### src/hdl/integer_square_root_core_defines.svh
// Assertion macros for the integer square root core.
// Included by the top level; needs nothing else.
`ifndef INTEGER_SQUARE_ROOT_CORE_DEFINES_SVH
`define INTEGER_SQUARE_ROOT_CORE_DEFINES_SVH

// Same-cycle implication, sampled on the rising clock edge outside reset
`define ISR_ASSERT_IMP(label, clk, rst_n, ante, cons) \
  label: assert property (@(posedge clk) disable iff (!rst_n) (ante) |-> (cons)) \
    else $error("isr assertion failed");

// Next-cycle implication, sampled on the rising clock edge outside reset
`define ISR_ASSERT_NXT(label, clk, rst_n, ante, cons) \
  label: assert property (@(posedge clk) disable iff (!rst_n) (ante) |=> (cons)) \
    else $error("isr assertion failed");

`endif

### src/hdl/isr_pkg.sv
// Shared constants and types of the integer square root core.
// Used by isr_ctrl, isr_dp and the top level; depends on nothing.
package isr_pkg;

  // Default radicand width used by the search
  localparam int DATA_WIDTH_DEF = 32;

  // Port field widths
  localparam int RADICAND_W = 32;
  localparam int ROOT_W     = 16;

  // Commands from the controller to the datapath
  typedef struct packed {
    logic load;     // capture a new radicand and clear the root
    logic step;     // decide one root bit
    logic publish;  // copy the finished root to the output register
  } isr_cmd_t;

endpackage

### src/hdl/isr_dp.sv
// Datapath of the integer square root core: radicand shifter, partial
// remainder, root register and output word. Depends on isr_pkg.
module isr_dp #(
  parameter int DATA_WIDTH = isr_pkg::DATA_WIDTH_DEF
) (
  input  logic                         clk,
  input  isr_pkg::isr_cmd_t            cmd,
  input  logic [isr_pkg::RADICAND_W-1:0] radicand,
  output logic [isr_pkg::ROOT_W-1:0]     root
);

  localparam int RB = (DATA_WIDTH + 1) / 2;   // root bits
  localparam int XW = 2 * RB;                 // radicand bits, padded to even
  localparam int KW = (DATA_WIDTH < isr_pkg::RADICAND_W) ? DATA_WIDTH
                                                           : isr_pkg::RADICAND_W;

  logic [XW-1:0]               x_r;
  logic [XW-1:0]               x_nxt;
  logic [RB:0]                 rem_r;
  logic [RB:0]                 rem_nxt;
  logic [RB-1:0]               root_r;
  logic [RB-1:0]               root_nxt;
  logic [isr_pkg::ROOT_W-1:0]  out_r;
  logic [RB+1:0]               rem_sh;
  logic [RB+1:0]               trial;
  logic [RB+2:0]               diff;
  logic                        fits;

  // Bring down the next radicand digit pair and test the trial divisor
  always_comb begin
    rem_sh = {rem_r[RB-1:0], x_r[XW-1 -: 2]};
    trial  = {root_r, 2'b01};
    diff   = {1'b0, rem_sh} - {1'b0, trial};
    fits   = !diff[RB+2];
  end

  // Next values of the iteration registers
  always_comb begin
    x_nxt    = x_r;
    rem_nxt  = rem_r;
    root_nxt = root_r;
    if (cmd.load) begin
      x_nxt    = XW'(radicand[KW-1:0]);
      rem_nxt  = '0;
      root_nxt = '0;
    end else if (cmd.step) begin
      x_nxt    = x_r << 2;
      rem_nxt  = fits ? diff[RB:0] : rem_sh[RB:0];
      root_nxt = (root_r << 1) | RB'(fits);
    end
  end

  // Hold iteration state and the output word
  always_ff @(posedge clk) begin
    x_r    <= x_nxt;
    rem_r  <= rem_nxt;
    root_r <= root_nxt;
    if (cmd.publish) begin
      out_r <= isr_pkg::ROOT_W'(root_r);
    end
  end

  assign root = out_r;

endmodule

### src/hdl/isr_ctrl.sv
// Controller of the integer square root core: input handshake, step
// counter and output valid. Depends on isr_pkg.
module isr_ctrl #(
  parameter int DATA_WIDTH = isr_pkg::DATA_WIDTH_DEF
) (
  input  logic              clk,
  input  logic              rst_n,
  input  logic              in_valid,
  output logic              in_stall,
  output logic              out_valid,
  input  logic              out_stall,
  output isr_pkg::isr_cmd_t cmd
);

  localparam int RB = (DATA_WIDTH + 1) / 2;
  localparam int CW = (RB > 1) ? $clog2(RB) : 1;

  typedef enum logic [1:0] {
    ST_IDLE,
    ST_RUN,
    ST_FIN
  } state_t;

  state_t        state_r;
  state_t        state_nxt;
  logic [CW-1:0] cnt_r;
  logic [CW-1:0] cnt_nxt;
  logic          out_valid_r;
  logic          out_valid_nxt;
  logic          out_free;

  assign out_free = !out_valid_r || !out_stall;

  // Decode commands and next state
  always_comb begin
    state_nxt     = state_r;
    cnt_nxt       = cnt_r;
    out_valid_nxt = out_valid_r && out_stall;
    cmd           = '0;
    case (state_r)
      ST_IDLE: begin
        if (in_valid) begin
          cmd.load  = 1'b1;
          cnt_nxt   = CW'(RB - 1);
          state_nxt = ST_RUN;
        end
      end
      ST_RUN: begin
        cmd.step = 1'b1;
        if (cnt_r == '0) begin
          state_nxt = ST_FIN;
        end else begin
          cnt_nxt = cnt_r - 1'b1;
        end
      end
      ST_FIN: begin
        if (out_free) begin
          cmd.publish   = 1'b1;
          out_valid_nxt = 1'b1;
          state_nxt     = ST_IDLE;
        end
      end
      default: begin
        state_nxt = ST_IDLE;
      end
    endcase
  end

  // Hold state, step count and output valid
  always_ff @(posedge clk) begin
    if (!rst_n) begin
      state_r     <= ST_IDLE;
      cnt_r       <= '0;
      out_valid_r <= 1'b0;
    end else begin
      state_r     <= state_nxt;
      cnt_r       <= cnt_nxt;
      out_valid_r <= out_valid_nxt;
    end
  end

  assign in_stall  = (state_r != ST_IDLE);
  assign out_valid = out_valid_r;

endmodule

### src/hdl/integer_square_root_core.sv
// Integer square root core, top level.
// Accepts one 32-bit unsigned radicand word on the in_ channel and returns
// one 16-bit word, the floor of its square root, on the out_ channel.
// Both channels use valid/stall: a word moves on a rising edge with valid
// high and stall low.
// The root is found one bit per cycle, most significant first, by a shared
// compare-and-subtract on a partial remainder; the (DATA_WIDTH+1)/2 root
// bits set the run length.
// The result turns valid after the load, the root steps and the publish
// into the output register. One word is taken at a time; the next can be
// accepted in the cycle after the result is loaded.
// A finished result waits in the output register while out_stall is high;
// the core still accepts and computes the next word meanwhile, and holds
// that one in its finish state until the output register frees.
// Radicand bits at and above DATA_WIDTH are ignored.
// Reset (rst_n low, synchronous) drops any word in flight and clears
// out_valid; in_stall is low right after reset.
// Depends on isr_pkg, isr_ctrl, isr_dp and the assertion macro header.
`include "integer_square_root_core_defines.svh"

module integer_square_root_core #(
  parameter int DATA_WIDTH = isr_pkg::DATA_WIDTH_DEF
) (
  input  logic                           clk,
  input  logic                           rst_n,
  input  logic                           in_valid,
  output logic                           in_stall,
  input  logic [isr_pkg::RADICAND_W-1:0] in_radicand,
  output logic                           out_valid,
  input  logic                           out_stall,
  output logic [isr_pkg::ROOT_W-1:0]     out_root
);

  isr_pkg::isr_cmd_t cmd;

  // Sequence the search
  isr_ctrl #(
    .DATA_WIDTH (DATA_WIDTH)
  ) u_ctrl (
    .clk       (clk),
    .rst_n     (rst_n),
    .in_valid  (in_valid),
    .in_stall  (in_stall),
    .out_valid (out_valid),
    .out_stall (out_stall),
    .cmd       (cmd)
  );

  // Run the digit-by-digit root recurrence
  isr_dp #(
    .DATA_WIDTH (DATA_WIDTH)
  ) u_dp (
    .clk      (clk),
    .cmd      (cmd),
    .radicand (in_radicand),
    .root     (out_root)
  );

  // Only one datapath command at a time
  `ISR_ASSERT_IMP(a_cmd_onehot, clk, rst_n, 1'b1, $onehot0({cmd.load, cmd.step, cmd.publish}))
  // A result never overwrites one that is still waiting
  `ISR_ASSERT_IMP(a_no_overwrite, clk, rst_n, cmd.publish, !out_valid || !out_stall)
  // The core is busy right after taking a word
  `ISR_ASSERT_NXT(a_busy_after_accept, clk, rst_n, in_valid && !in_stall, in_stall)

endmodule

### config.mk
export PLATFORM = sky130hd
export DESIGN_NAME = integer_square_root_core
export DESIGN_NICKNAME = d
export VERILOG_FILES = /design/src/hdl/isr_pkg.sv /design/src/hdl/isr_dp.sv /design/src/hdl/isr_ctrl.sv /design/src/hdl/integer_square_root_core.sv
export VERILOG_INCLUDE_DIRS = /design/src /design/src/hdl
export SDC_FILE = /design/constraint.sdc
export NUM_CORES = 1
export LEC_CHECK = 0
export ABC_AREA = 1
export BUFFER_PORTS_ARGS = -buffer_cell sky130_fd_sc_hd__buf_4
export CAP_MARGIN = 20
export CORE_MARGIN = 1
export CORE_UTILIZATION = 34
export DETAILED_ROUTE_END_ITERATION = 7
export PLACE_DENSITY = 0.63
export SYNTH_ARGS = -nofsm -noshare
export SYNTH_HDL_FRONTEND = slang
export SYNTH_HIERARCHICAL = 1
export SYNTH_SLANG_ARGS = --single-unit
### constraint.sdc
create_clock -name clk -period 2.67 [get_ports clk]
set_clock_uncertainty 0.1 [all_clocks]
set_input_delay 0.267 -clock clk [delete_from_list [all_inputs] [get_ports clk]]
set_output_delay 0.267 -clock clk [all_outputs]
set_load 0.05 [all_outputs]
==> results.py <==
metrics = {
    "logic_synthesis": {
        "syn_area_per_cell_um2": 7.85,
        "synthesis.nets": 627,
        "ys_seq_elements": 87,
        "synth_warnings": 6,
        "syn_inst": 573,
        "ys_types": 31,
        "synth-seq-area-share": 0.494,
        "syn-cell-area_mm2": 0.00450,
    },
    "routing": {
        "drcViolationCount": 0,
        "wire_per_inst_um": 12.1,
        "via_per_inst": 4.63,
        "ant_nets": 0,
        "drtIter0Drc": 192,
        "wl_um": 9750,
        "dr.pass1.iters": 4,
        "vias": 3725,
    },
    "pwr": {
        "p_leak_nw": 2.66,
        "power_mw": 6.47,
        "p_per_area_mw_per_mm2": 1210,
        "peakVddDrop_v": 0.000759,
    },
    "global_routing": {
        "antenna_found_initial": 0,
        "grt_max_degree": 38,
        "grt_usage": 0.161,
        "grt_pass1_vias": 3615,
        "grt_pass1_wl_um": 16600,
        "grt_remaining_overflow": 0,
    },
    "final_layout": {
        "nNetsFinal": 682,
        "diodes": 0,
        "stdcell_area_mm2": 0.00537,
        "area_growth_pct": 19.2,
        "stdcell_count": 805,
        "drive_above_1_share": 0.148,
        "final_common_cell": "nand2_1",
        "final_cell_mix": "nand2_1, inv_1, buf_4",
    },
    "min_path": {
        "hold_path_class": "primary input to flop",
        "hp-start": "in_radicand[1]",
        "min_path_cells": 3,
        "min_to": "u_dp/x_r[1]",
    },
    "timing": {
        "fin_tns_setup_ps": 0,
        "min_period_ps": 2240,
        "setup_viol": 0,
        "period_share": 0.840,
        "clock.fmax_mhz": 446,
        "finalHoldViolCount": 0,
        "rsz0062_at_grt": "no",
        "slew_headroom": 0.591,
        "slew_violations": 0,
        "tightest_slew_ps": 613,
    },
    "cts": {
        "cts_tree": "done",
        "clock_latency_ps": 350,
        "cts_made_buffers": 9,
        "clock-sinks": 87,
        "root_buffer": "clkbuf_16",
        "cts_hold_buf": 0,
        "htreeDepth": 3,
        "cts_resized": 0,
        "postCtsSetupBuffers": 0,
        "clk_path_buf_depth": 2,
        "clkTransAtPathRegs_ps": 60,
    },
    "die": {
        "dieArea_mm2": 0.0137,
        "rows": 41,
        "core-area_mm2": 0.0128,
        "io_pins": 54,
        "die_y_um": 117,
        "start_util": 0.352,
        "die-width_um": 117,
    },
    "placed_design": {
        "dpl_cell_area_mm2": 0.00508,
        "dp_hpwl_um": 7260,
        "port_buffers": 53,
        "gp_congestion": 0.918,
        "dp_cells": 789,
    },
    "critical_path": {
        "r2r_end": "u_dp/rem_r[0]",
        "cp-end-kind": "flop",
        "start_kind": "flop",
        "cp_max_fo": 17,
        "worst_ep_required_time_ps": 2800,
        "r2r_start": "u_dp/root_r[3]",
        "startpoint": "u_dp/root_r[3]",
        "critPathKind": "flop to flop",
        "ff2ff_setup_slack_ps": 430,
        "critical_path_arrival_ps": 2380,
        "r2r_cells": 14,
    },
    "outcome": {
        "status": "finished clean",
    },
    "job": {
        "drv_cap": 0,
    },
}
[registers in the layout (all words and copies together), names as in the netlist]
signal            count
u_ctrl/cnt_r          4
u_dp/root_r          16
u_dp/rem_r           16
u_ctrl/state_r        2
u_dp/root            16
u_dp/x_r             32
u_ctrl/out_valid      1
[report_power, final]
group          internal [mW]  total [mW]  switching, mW
Sequential              1.69        1.84          0.156
Combinational           1.12        3.40           2.27
Clock                  0.718        1.23          0.510
[how the worst max path moves through the flow]
stage / to / slack, ps / cells after the start
after global placement: u_dp/rem_r[9] / 520 / 11
after CTS: u_dp/rem_r[0] / 440 / 14
after global routing: u_dp/rem_r[0] / 190 / 14
final: u_dp/rem_r[0] / 430 / 14
after floorplan: u_dp/x_r[0] / 100 / 6
after detailed placement: u_dp/rem_r[0] / 460 / 14
[cells in the mapped netlist]
library cell,count,area share
nor2_4,1,0.0025
and2_1,1,0.0014
clkbuf_1,9,0.0075
a21oi_1,13,0.014
o22ai_1,15,0.021
nor2_1,35,0.029
inv_1,83,0.069
nor3_1,1,0.0011
a21oi_2,3,0.0058
nand4_1,13,0.018
o211ai_1,2,0.0033
o21ai_1,1,0.0011
buf_6,1,0.0025
nor2_2,1,0.0014
nand3_2,6,0.013
o21ai_0,7,0.0078
dfxtp_1,39,0.17
buf_2,2,0.0022
nand2_4,3,0.0075
buf_4,2,0.0033
inv_2,3,0.0025
nand2_2,4,0.0056
nor3_2,1,0.0022
nand3_1,37,0.041
edfxtp_1,48,0.32
ha_1,18,0.050
buf_1,1,0.00083
nand2_1,217,0.18
o21bai_1,1,0.0017
xor2_1,3,0.0058
or2_1,2,0.0028
[cell type report]
type,instances,area [um2]
clock buffers,11,233
clock inverters,5,48.8
fillers,1288,7410
inverters,86,323
multi-input cells,385,1880
flip-flops and latches,87,2220
well taps,172,215
repair buffers,59,443
[routing by layer]
layer / share of wire / vias up / GRT usage
met5: 0 / - / 0
met4: 0.019 / 0 / 0.0785
li1: - / 1943 / -
met1: 0.49 / 1680 / 0.206
met2: 0.45 / 88 / 0.255
met3: 0.044 / 14 / 0.0407
[through the flow]
step	utilization	setup slack [ps]	hold WS (ps)
3_5_place_dp	0.398	460	315
4_1_cts	0.420	437	63.1
3_3_place_gp	0.398	517	313
2_1_floorplan	-	105	302
6_report	0.420	427	74.1
5_1_grt	0.420	191	78.7
[critical path, stage by stage, from the launching register on]
cell,delay [ps]
dfxtp_1,330
inv_1,70
ha_1,330
nand2_1,140
inv_1,70
nand2_1,70
nand2_1,60
nand2_1,90
nand3_2,100
nand2_2,200
nand2_4,180
inv_1,110
nand2_1,90
nor2_1,130
nor2_1,60
[cells by family after synthesis]
kind of cell | after synthesis | synth area share
adder cells (fa/ha/maj) | 18 | 0.0500
flip-flops | 87 | 0.494
AND/OR/NAND/NOR | 322 | 0.307
XOR/XNOR | 3 | 0.00584
buffers and inverters | 101 | 0.0881
AO/OA/AOI/OAI | 42 | 0.0550
Note: power is estimated with default switching activity, not from simulation.
